===== config.mk =====
export PLATFORM = sky130hd
export DESIGN_NAME = video_byte_to_pixels_flat
export DESIGN_NICKNAME = d
export VERILOG_FILES = /design/src/rtl/vbp_pkg.sv /design/src/rtl/vbp_if.sv /design/src/rtl/vbp_front.sv /design/src/rtl/vbp_queue.sv /design/src/rtl/vbp_back.sv /design/src/rtl/video_byte_to_pixels.sv /design/src/flat_wrapper.sv
export SDC_FILE = /design/constraint.sdc
export NUM_CORES = 1
export LEC_CHECK = 0
export BUFFER_PORTS_ARGS = -buffer_cell sky130_fd_sc_hd__buf_2
export CORE_MARGIN = 2
export CORE_UTILIZATION = 53
export DETAILED_ROUTE_END_ITERATION = 8
export PLACE_DENSITY_LB_ADDON = 0.25
export RECOVER_POWER = 50
export SYNTH_ARGS = -nofsm -noshare
export SYNTH_HDL_FRONTEND = slang
export SYNTH_SLANG_ARGS = --single-unit

===== constraint.sdc =====
create_clock -name clk -period 7.4 [get_ports clk]
set_input_delay 0.37 -clock clk [delete_from_list [all_inputs] [get_ports clk]]
set_output_delay 0.37 -clock clk [all_outputs]
set_load 0.05 [all_outputs]

===== src/rtl/vbp_pkg.sv =====
package vbp_pkg;

  localparam int unsigned ADDR_W      = 16;
  localparam int unsigned OFFSET_W    = 13;
  localparam int unsigned BLOCK_W     = ADDR_W - OFFSET_W - 1;
  localparam int unsigned COORD_W     = 8;
  localparam int unsigned CHAN_W      = 8;
  localparam int unsigned APB_ADDR_W  = 4;
  localparam int unsigned APB_DATA_W  = 32;

  typedef enum logic [1:0] {
    REG_HIRES_MODE     = 2'd0,
    REG_SCREEN_BLOCK   = 2'd1,
    REG_INVERT_ENABLE  = 2'd2,
    REG_PALETTE_ENABLE = 2'd3
  } vbp_reg_t;

  typedef struct packed {
    logic               hires_mode;
    logic [BLOCK_W-1:0] screen_block;
    logic               invert_enable;
    logic               palette_enable;
  } vbp_cfg_t;

  typedef struct packed {
    logic [COORD_W-1:0] row;
    logic [COORD_W-1:0] col_base;
    logic [7:0]         pixel_byte;
    logic               hires;
    logic               invert;
    logic               palette;
  } vbp_job_t;

  typedef struct packed {
    logic [CHAN_W-1:0] red;
    logic [CHAN_W-1:0] green;
    logic [CHAN_W-1:0] blue;
  } vbp_rgb_t;

  // palette: red from bit 1, blue from bit 3, green from bits 0 and 2
  // grey: index bits reversed, repeated in both nibbles
  function automatic vbp_rgb_t colour_rgb(input logic [3:0] idx, input logic palette);
    vbp_rgb_t   rgb;
    logic [7:0] grey;
    grey = {idx[0], idx[1], idx[2], idx[3], idx[0], idx[1], idx[2], idx[3]};
    if (palette) begin
      rgb.red   = {CHAN_W{idx[1]}};
      rgb.blue  = {CHAN_W{idx[3]}};
      rgb.green = {idx[0], idx[2], idx[0], idx[2], idx[0], idx[2], idx[0], idx[2]};
    end else begin
      rgb.red   = grey;
      rgb.green = grey;
      rgb.blue  = grey;
    end
    return rgb;
  endfunction

endpackage


===== src/rtl/vbp_if.sv =====
interface vbp_in_if;
  import vbp_pkg::*;
  logic              valid;
  logic              ready;
  logic [ADDR_W-1:0] address;
  logic [7:0]        pixel_byte;

  modport source (output valid, output address, output pixel_byte, input ready);
  modport sink   (input valid, input address, input pixel_byte, output ready);
endinterface

interface vbp_out_if;
  import vbp_pkg::*;
  logic               valid;
  logic               ready;
  logic [COORD_W-1:0] column;
  logic [COORD_W-1:0] row;
  logic [CHAN_W-1:0]  red;
  logic [CHAN_W-1:0]  green;
  logic [CHAN_W-1:0]  blue;
  logic               last_pixel;

  modport source (output valid, output column, output row, output red, output green,
                  output blue, output last_pixel, input ready);
  modport sink   (input valid, input column, input row, input red, input green,
                  input blue, input last_pixel, output ready);
endinterface


===== src/rtl/vbp_front.sv =====
module vbp_front (
  vbp_in_if.sink            pix_in,
  input  vbp_pkg::vbp_cfg_t cfg,
  input  logic              full,
  output logic              push,
  output vbp_pkg::vbp_job_t job
);
  import vbp_pkg::*;

  logic                in_window;
  logic [OFFSET_W-1:0] offset;

  assign offset    = pix_in.address[OFFSET_W-1:0];
  assign in_window = (pix_in.address[ADDR_W-1:OFFSET_W] == {1'b0, cfg.screen_block});

  assign pix_in.ready = !full;
  // words outside the screen window are taken and dropped
  assign push = pix_in.valid && !full && in_window;

  always_comb begin
    job.pixel_byte = pix_in.pixel_byte;
    job.hires      = cfg.hires_mode;
    job.invert     = cfg.invert_enable;
    job.palette    = cfg.palette_enable;
    if (cfg.hires_mode) begin
      job.row      = offset[12:5];
      job.col_base = {offset[4:0], 3'b000};
    end else begin
      job.row      = {1'b0, offset[12:6]};
      job.col_base = {1'b0, offset[5:0], 1'b0};
    end
  end

endmodule


===== src/rtl/vbp_queue.sv =====
module vbp_queue #(
  parameter int unsigned DEPTH = 2
) (
  input  logic              clk,
  input  logic              rst,
  input  logic              push,
  input  vbp_pkg::vbp_job_t push_data,
  input  logic              pop,
  output vbp_pkg::vbp_job_t head,
  output logic              empty,
  output logic              full
);
  import vbp_pkg::*;

  localparam int unsigned PW = (DEPTH > 1) ? $clog2(DEPTH) : 1;
  localparam int unsigned CW = $clog2(DEPTH + 1);

  vbp_job_t        mem [DEPTH];
  logic [PW-1:0]   wr_ptr;
  logic [PW-1:0]   rd_ptr;
  logic [CW-1:0]   count;

  assign empty = (count == '0);
  assign full  = (count == CW'(DEPTH));
  assign head  = mem[rd_ptr];

  always_ff @(posedge clk) begin
    if (push) begin
      mem[wr_ptr] <= push_data;
    end
  end

  always_ff @(posedge clk) begin
    if (rst) begin
      wr_ptr <= '0;
      rd_ptr <= '0;
      count  <= '0;
    end else begin
      if (push) begin
        wr_ptr <= (wr_ptr == PW'(DEPTH - 1)) ? '0 : wr_ptr + PW'(1);
      end
      if (pop) begin
        rd_ptr <= (rd_ptr == PW'(DEPTH - 1)) ? '0 : rd_ptr + PW'(1);
      end
      case ({push, pop})
        2'b10:   count <= count + CW'(1);
        2'b01:   count <= count - CW'(1);
        default: count <= count;
      endcase
    end
  end

endmodule


===== src/rtl/vbp_back.sv =====
module vbp_back (
  input  logic              clk,
  input  logic              rst,
  input  vbp_pkg::vbp_job_t head,
  input  logic              empty,
  output logic              pop,
  vbp_out_if.source         pix_out
);
  import vbp_pkg::*;

  logic [2:0]         idx;
  logic               advance;
  logic               last;
  logic [3:0]         nibble;
  logic               mono_bit;
  vbp_rgb_t           rgb;
  logic [COORD_W-1:0] col;

  logic               out_valid;
  logic [COORD_W-1:0] out_column;
  logic [COORD_W-1:0] out_row;
  vbp_rgb_t           out_rgb;
  logic               out_last;

  assign advance = !empty && (!out_valid || pix_out.ready);
  assign last    = head.hires ? (idx == 3'd7) : (idx == 3'd1);
  assign pop     = advance && last;

  always_comb begin
    nibble   = (idx[0] ? head.pixel_byte[3:0] : head.pixel_byte[7:4]) ^ {4{head.invert}};
    mono_bit = head.pixel_byte[~idx] ^ head.invert;
    col      = head.col_base + {5'b0, idx};
    if (head.hires) begin
      rgb.red   = {CHAN_W{mono_bit}};
      rgb.green = {CHAN_W{mono_bit}};
      rgb.blue  = {CHAN_W{mono_bit}};
    end else begin
      rgb = colour_rgb(nibble, head.palette);
    end
  end

  always_ff @(posedge clk) begin
    if (rst) begin
      out_valid <= 1'b0;
      idx       <= '0;
    end else begin
      if (advance) begin
        out_valid <= 1'b1;
        idx       <= last ? 3'd0 : idx + 3'd1;
      end else if (pix_out.ready) begin
        out_valid <= 1'b0;
      end
    end
  end

  always_ff @(posedge clk) begin
    if (advance) begin
      out_column <= col;
      out_row    <= head.row;
      out_rgb    <= rgb;
      out_last   <= last;
    end
  end

  assign pix_out.valid      = out_valid;
  assign pix_out.column     = out_column;
  assign pix_out.row        = out_row;
  assign pix_out.red        = out_rgb.red;
  assign pix_out.green      = out_rgb.green;
  assign pix_out.blue       = out_rgb.blue;
  assign pix_out.last_pixel = out_last;

endmodule


===== src/rtl/video_byte_to_pixels.sv =====
// Video byte to pixel converter.
// pix_in takes one video memory word (address, pixel_byte) per cycle when
// ready is high. A word inside the screen window (screen_block * 8 KiB,
// 8 KiB long) yields two colour pixels (128x128 grid) or eight mono pixels
// (256x256 grid, hires_mode); other words are taken and dropped.
// pix_out carries one pixel per cycle while pix_out.ready is high, with
// last_pixel on the final pixel of the word.
// A taken word is written into the queue; its first pixel is then registered
// in the output stage. The pixel serializer sends one pixel per cycle unless
// pix_out stalls; a hires word yields eight pixels, a colour word two. A queue
// of QUEUE_DEPTH words sits before the serializer; pix_in.ready drops while full.
// When pix_out.ready is low the output word holds and the serializer waits.
// Reset empties the queue and output stage and clears all four registers.
// Registers (APB, byte address 4*i): hires_mode, screen_block,
// invert_enable, palette_enable; write only while the block is idle.
module video_byte_to_pixels #(
  parameter int unsigned QUEUE_DEPTH = 2
) (
  input  logic                            clk,
  input  logic                            rst,
  vbp_in_if.sink                          pix_in,
  vbp_out_if.source                       pix_out,
  input  logic                            psel,
  input  logic                            penable,
  input  logic                            pwrite,
  input  logic [vbp_pkg::APB_ADDR_W-1:0]  paddr,
  input  logic [vbp_pkg::APB_DATA_W-1:0]  pwdata,
  output logic [vbp_pkg::APB_DATA_W-1:0]  prdata,
  output logic                            pready
);
  import vbp_pkg::*;

  vbp_cfg_t cfg;
  vbp_reg_t reg_sel;
  logic     cfg_write;
  logic     push;
  logic     pop;
  logic     empty;
  logic     full;
  vbp_job_t job;
  vbp_job_t head;

  assign pready    = 1'b1;
  assign reg_sel   = vbp_reg_t'(paddr[3:2]);
  assign cfg_write = psel && penable && pwrite;

  always_ff @(posedge clk) begin
    if (rst) begin
      cfg <= '0;
    end else if (cfg_write) begin
      unique case (reg_sel)
        REG_HIRES_MODE:     cfg.hires_mode     <= pwdata[0];
        REG_SCREEN_BLOCK:   cfg.screen_block   <= pwdata[BLOCK_W-1:0];
        REG_INVERT_ENABLE:  cfg.invert_enable  <= pwdata[0];
        REG_PALETTE_ENABLE: cfg.palette_enable <= pwdata[0];
        default:            cfg <= cfg;
      endcase
    end
  end

  always_comb begin
    prdata = '0;
    unique case (reg_sel)
      REG_HIRES_MODE:     prdata[0]           = cfg.hires_mode;
      REG_SCREEN_BLOCK:   prdata[BLOCK_W-1:0] = cfg.screen_block;
      REG_INVERT_ENABLE:  prdata[0]           = cfg.invert_enable;
      REG_PALETTE_ENABLE: prdata[0]           = cfg.palette_enable;
      default:            prdata              = '0;
    endcase
  end

  vbp_front u_front (
    .pix_in (pix_in),
    .cfg    (cfg),
    .full   (full),
    .push   (push),
    .job    (job)
  );

  vbp_queue #(
    .DEPTH (QUEUE_DEPTH)
  ) u_queue (
    .clk       (clk),
    .rst       (rst),
    .push      (push),
    .push_data (job),
    .pop       (pop),
    .head      (head),
    .empty     (empty),
    .full      (full)
  );

  vbp_back u_back (
    .clk     (clk),
    .rst     (rst),
    .head    (head),
    .empty   (empty),
    .pop     (pop),
    .pix_out (pix_out)
  );

endmodule

===== src/flat_wrapper.sv =====
// flat-port wrapper written by rule: the top's interface ports become plain ports
module video_byte_to_pixels_flat import vbp_pkg::*;
#(
  parameter int unsigned QUEUE_DEPTH = 2
)
  (clk, rst, psel, penable, pwrite, paddr, pwdata, prdata, pready, pix_in_valid, pix_in_address, pix_in_pixel_byte, pix_in_ready, pix_out_valid, pix_out_column, pix_out_row, pix_out_red, pix_out_green, pix_out_blue, pix_out_last_pixel, pix_out_ready);
  vbp_in_if pix_in_i ();
  vbp_out_if pix_out_i ();
  input  logic clk;
  input  logic rst;
  input  logic psel;
  input  logic penable;
  input  logic pwrite;
  input  logic [vbp_pkg::APB_ADDR_W-1:0] paddr;
  input  logic [vbp_pkg::APB_DATA_W-1:0] pwdata;
  output logic [vbp_pkg::APB_DATA_W-1:0] prdata;
  output logic pready;
  input wire logic [$bits(pix_in_i.valid)-1:0] pix_in_valid;
  input wire logic [$bits(pix_in_i.address)-1:0] pix_in_address;
  input wire logic [$bits(pix_in_i.pixel_byte)-1:0] pix_in_pixel_byte;
  output wire logic [$bits(pix_in_i.ready)-1:0] pix_in_ready;
  output wire logic [$bits(pix_out_i.valid)-1:0] pix_out_valid;
  output wire logic [$bits(pix_out_i.column)-1:0] pix_out_column;
  output wire logic [$bits(pix_out_i.row)-1:0] pix_out_row;
  output wire logic [$bits(pix_out_i.red)-1:0] pix_out_red;
  output wire logic [$bits(pix_out_i.green)-1:0] pix_out_green;
  output wire logic [$bits(pix_out_i.blue)-1:0] pix_out_blue;
  output wire logic [$bits(pix_out_i.last_pixel)-1:0] pix_out_last_pixel;
  input wire logic [$bits(pix_out_i.ready)-1:0] pix_out_ready;
  assign pix_in_i.valid = pix_in_valid;
  assign pix_in_i.address = pix_in_address;
  assign pix_in_i.pixel_byte = pix_in_pixel_byte;
  assign pix_in_ready = pix_in_i.ready;
  assign pix_out_valid = pix_out_i.valid;
  assign pix_out_column = pix_out_i.column;
  assign pix_out_row = pix_out_i.row;
  assign pix_out_red = pix_out_i.red;
  assign pix_out_green = pix_out_i.green;
  assign pix_out_blue = pix_out_i.blue;
  assign pix_out_last_pixel = pix_out_i.last_pixel;
  assign pix_out_i.ready = pix_out_ready;
  video_byte_to_pixels #(.QUEUE_DEPTH(QUEUE_DEPTH)) u_core (.clk(clk), .rst(rst), .pix_in(pix_in_i), .pix_out(pix_out_i), .psel(psel), .penable(penable), .pwrite(pwrite), .paddr(paddr), .pwdata(pwdata), .prdata(prdata), .pready(pready));
endmodule

# After elaboration in Yosys (flattened, before gate mapping)
# Memory sizes are Yosys's and may differ from the RTL's. A register that Yosys moved wholly into a read port is not among the register bits.
# Index checks and enable logic that the tools add are counted.
# Widths: inputs -> output; s select.
[totals] in_bits=67 ramBits=54 n_memories=1 reg_bits=54 wordCells=72
[op_classes] n_reduce_logical=18 n_eq_ne=9 n_lt_le_gt_ge=1 n_bitwise=3 add_sub_neg=6 muxes=19
[memory_table] name="u_core.u_queue.mem" depth=2 word_bits=27 read_ports=1 rd_ports_with_merged_regs=1 write_ports=1 line_no="vbp_queue.sv:18" text="vbp_job_t mem [DEPTH];"
[op_table] operator="$mux 24" n=2
[op_table] operator="$mux 16" n=1
[op_table] operator="$mux 1" n=11
[op_table] operator="$add 8x3->8" n=1
[op_table] operator="$eq 2x2->1 const B" n=4
[op_table] operator="$reduce_and 2->1" n=4
[op_table] operator="$logic_and 1x1->1" n=6
[op_table] operator="$eq 2x1->1 const B" n=2
[op_table] operator="$logic_not 2->1" n=2
[op_table] operator="$lt 3x4->1 const B" n=1
[op_table] operator="$mux 4" n=1
[op_table] operator="$pmux 1 s4" n=1
[op_table] operator="$pmux 2 s2" n=1
[op_table] operator="$reduce_bool 2->1" n=2
[op_table] operator="$xor 4x4->4" n=1
[op_table] operator="$add 3x1->3 const B" n=1
[op_table] operator="$bmux 1 s3" n=1
[op_table] operator="$eq 3x1->1 const B" n=1
[op_table] operator="$eq 3x2->1" n=1
[op_table] operator="$eq 3x3->1 const B" n=1
[op_table] operator="$logic_not 1->1" n=3
[op_table] operator="$mux 3" n=1
[op_table] operator="$not 3->3" n=1
[op_table] operator="$add 1x1->1 const B" n=2
[op_table] operator="4 further kinds" n=4

# Depth between registers and ports, before layout
[depth] ltp_word=6 mapped_depth=10 ltp_nobuf=9

# Modules after synthesis
# From an unflattened synthesis, not the netlist that was laid out.
[hier_totals] cells_unflattened=335 area_unflattened_um2=4644.5
[by_module_without_submodules] module="vbp_queue" cells_each=106 area_each_um2=2145.8 n_inst=1
[by_module_without_submodules] module="vbp_back" cells_each=136 area_each_um2=1641.6 n_inst=1
[by_module_without_submodules] module="video_byte_to_pixels" cells_each=58 area_each_um2=519.2 n_inst=1
[by_module_without_submodules] module="vbp_front" cells_each=35 area_each_um2=337.8 n_inst=1

# Least setup slack after synthesis
# Ideal clock, no wire load.
[synth_path] path_kind="reg2reg" from="reg with a tool-made name" to="reg u_core.u_back.out_column[7], in the netlist u_core.u_back.pix_out.column[7] (data pin)" path_stages_with_launch=11 path_buffers=4 t_arrival_ns=2.629 slack_ns=4.513 synth_period_minus_slack_ns=2.887 required_ns=7.142 cell_sequence="dfxtp_1 -> buf_6 -> buf_2 -> clkbuf_1 -> clkbuf_1 -> mux2_2 -> ha_1 -> fa_1 -> nand2_1 -> nor2_1 -> xnor2_1"
[synth_lines] item="end signal: assignment" line_no="vbp_back.sv:58" text="out_column <= col;"
[synth_lines] item="end: declaration" line_no="vbp_back.sv:20" text="logic [COORD_W-1:0] out_column;"

==> impl_metrics.ini <==
[cts]
ctsRootBufferMaster = clkbuf_8
cts_buffer_depth = 2
cts_resized = 0
clock_sinks = 95
htree_levels = 3
path_clk_slew_ps = 90
cts_buffers = 9
worst_skew_pair.late_latency_ps = 350
cts_tree = built
cts_hold_buf = 0
postCtsSetupBuffers = 0

[detailed_routing]
wl_met1_um = 3150
routed_wl_um = 7090
wl_met3_um = 465
drtIter0Drc = 128
drt-pass1-iter-count = 4
drc = 0
wl_per_cell_um = 13.7
viasPerCell = 5.05
vias = 2606
top_layer_used = met4
routed-wl-met2_um = 3450
antenna_left = 0

[power]
p_per_area_nw_per_um2 = 207
ir_worst_vdd_mv = 0.136
leakagePower_nw = 1.83

[status]
violations = capacitance limit, slew limit
status = finished, violations left

[final_layout]
mostFrequentLayoutCell = edfxtp_1
synthToLayoutAreaGrowth_pct = 9.03
final_cell_mix = edfxtp_1, clkbuf_1, buf_2
n_antenna_cell = 0
fin_area_um2 = 5030
drive_gt1_share_pct = 24.0
final_nets = 476
fillCellCount = 709

[logic_synthesis]
ys_ff_latch = 95
seq_area_frac_synth_pct = 58.8
synth_enable_flop_cells = 81
synthArstFlopShare_pct = 0
synthesis.instances = 338
synth_top_area_share_pct = 52.7
yosys_warnings = 0
syn-cell-area_um2 = 4610
synth_top_area_cell = edfxtp_1
postSynthAreaPerCell_um2 = 13.7
yosysUniqueCellTypes = 46
synth_flop_cell = edfxtp_1
yosys-top-cells-area = edfxtp_1, buf_4, dfxtp_1

[die]
core-area_um2 = 8590
die_height_um = 97.3
num_rows = 34
die-area_um2 = 9470
die_width_um = 97.3
start_util_pct = 53.7
io_pins = 143

[grt]
grt_first_pass_wirelength_um = 11500
antenna_found_initial = 0
grt_pass1_vias = 2430
track_usage_pct = 15.3
grt-ovfl-total = 0
grt_max_degree = 38

[hold_path]
hp-class = input port to register

[timing]
fin_tns_setup_ps = 0
hold_violations = 0
fmax_mhz = 310
rsz0062_at_grt = no
slew_violations = 33
slew_headroom_pct = -17.7
worst_pin_slew_ps = 1770
setup_viol = 0
fin_worst_skew_ps = 9.64
fin_crit_sh_pct = 43.6
final.min_clock_period_ps = 3230

[placed_design]
placed_cell_area_um2 = 4890
portBuffers = 79
dp.final_hpwl_um = 4820
globalplace.congestion = 0.749

[worst_setup_path]
critPathRequiredTime_ps = 7460
cp-start-kind = register
regToRegSetupSlack_ps = 4170
end_kind = register
cp_data_arrival_time_ps = 3290
crit_type = register to register
worstPathMaxFanout = 37

[job]
cap_violations = 1
worst paths after layout:
path / from / to / depth (start not counted)
setup / recovery: register / u_core.u_back.pix_out.blue[4] / 5
hold / removal: pix_in_pixel_byte[1] / u_core.u_queue.mem[0][4] / 1
setup reg to reg: register / u_core.u_back.pix_out.blue[4] / 5
hold reg to reg: u_core.u_back.pix_out.valid / u_core.u_back.pix_out.valid / 2
per-stage QoR:
stage	hold slack [ps]	std cells	setup slack, ps	util (%)	total power [mW]
2_1_floorplan	424	367	4510	-	0.710
3_3_place_gp	474	501	4180	57.0	0.718
3_5_place_dp	495	501	4150	57.0	0.719
4_1_cts	189	516	4130	59.2	1.05
5_1_grt	184	516	3910	58.5	1.08
6_report	207	516	4170	58.5	1.04
critical path: stages, from the launching register on:
cell	delay, ps
dfxtp_2	940
mux2_1	290
a2bb2o_1	320
o211ai_1	940
o211ai_1	240
xor2_1	200
synthesized netlist by cell type (2+ instances only):
library cell	number
mux2i_1	13
a32o_1	2
nor2b_1	5
inv_1	4
o211ai_1	2
conb_1	2
nor3b_1	3
and2_1	3
mux4_2	6
nand2_1	20
ha_1	4
nand2b_1	4
clkbuf_1	5
a21oi_1	12
nor3_1	2
buf_1	2
mux2_2	23
xnor2_1	9
buf_4	43
xor2_1	16
edfxtp_1	81
o211ai_2	2
buf_6	2
nor2_1	20
nand3_1	2
mux2_1	6
nand3_2	8
buf_2	4
o21ai_0	3
dfxtp_1	14
state kept, by name (all words and copies together), names as in the netlist, named ones only:
name and flops:
u_core.u_back.pix_out.last_pixel 1, u_core.u_queue.mem 52, u_core.u_back.pix_out.green 4, u_core.u_back.pix_out.blue 4, u_core.u_back.pix_out.valid 1, u_core.u_back.idx 3
u_core.u_back.pix_out.row 8, u_core.u_queue.count 2, u_core.u_queue.wr_ptr 1, u_core.cfg 5, u_core.u_queue.rd_ptr 1, u_core.u_back.pix_out.column 8
u_core.u_back.pix_out.red 4
routing by layer:
layer	global-route usage (%)	up-vias
met3	4.60	2
met4	4.49	0
met5	0	-
met1	19.6	1231
li1	-	1282
met2	25.5	91
layout make-up:
type                            count  area (um2)  area share, %
Multi-Input combinational cell    212        1610           32.1
Inverter                            4        15.0          0.298
Sequential cell                    95        2710           53.9
Timing Repair Buffer               82         359           7.14
Clock inverter                      6        71.3           1.42
Clock buffer                        9         124           2.46
Tap cell                          108         135           2.69
report_power, final:
| group | switching, mW | total [mW] | internal (mW) | leakage [nW] |
|---|---|---|---|---|
| Combinational | 0.0845 | 0.110 | 0.0251 | 0.871 |
| Sequential | 0.00564 | 0.595 | 0.590 | 0.865 |
| Clock | 0.178 | 0.335 | 0.157 | 0.0972 |
| Total | 0.268 | 1.04 | 0.772 | 1.83 |
logic make-up after synthesis:
group / after synthesis / share of synthesized area (%)
DFF: 95 / 58.8
and+or+nand+nor: 74 / 8.70
buffers and inverters: 60 / 8.81
muxes: 49 / 13.2
AOI/OAI and AO/OA: 28 / 4.12
xor gates and xnor gates: 25 / 4.75
adders and majority gates: 5 / 1.52
other: 2 / 0.163
Note: power is estimated with default switching activity, not from simulation.
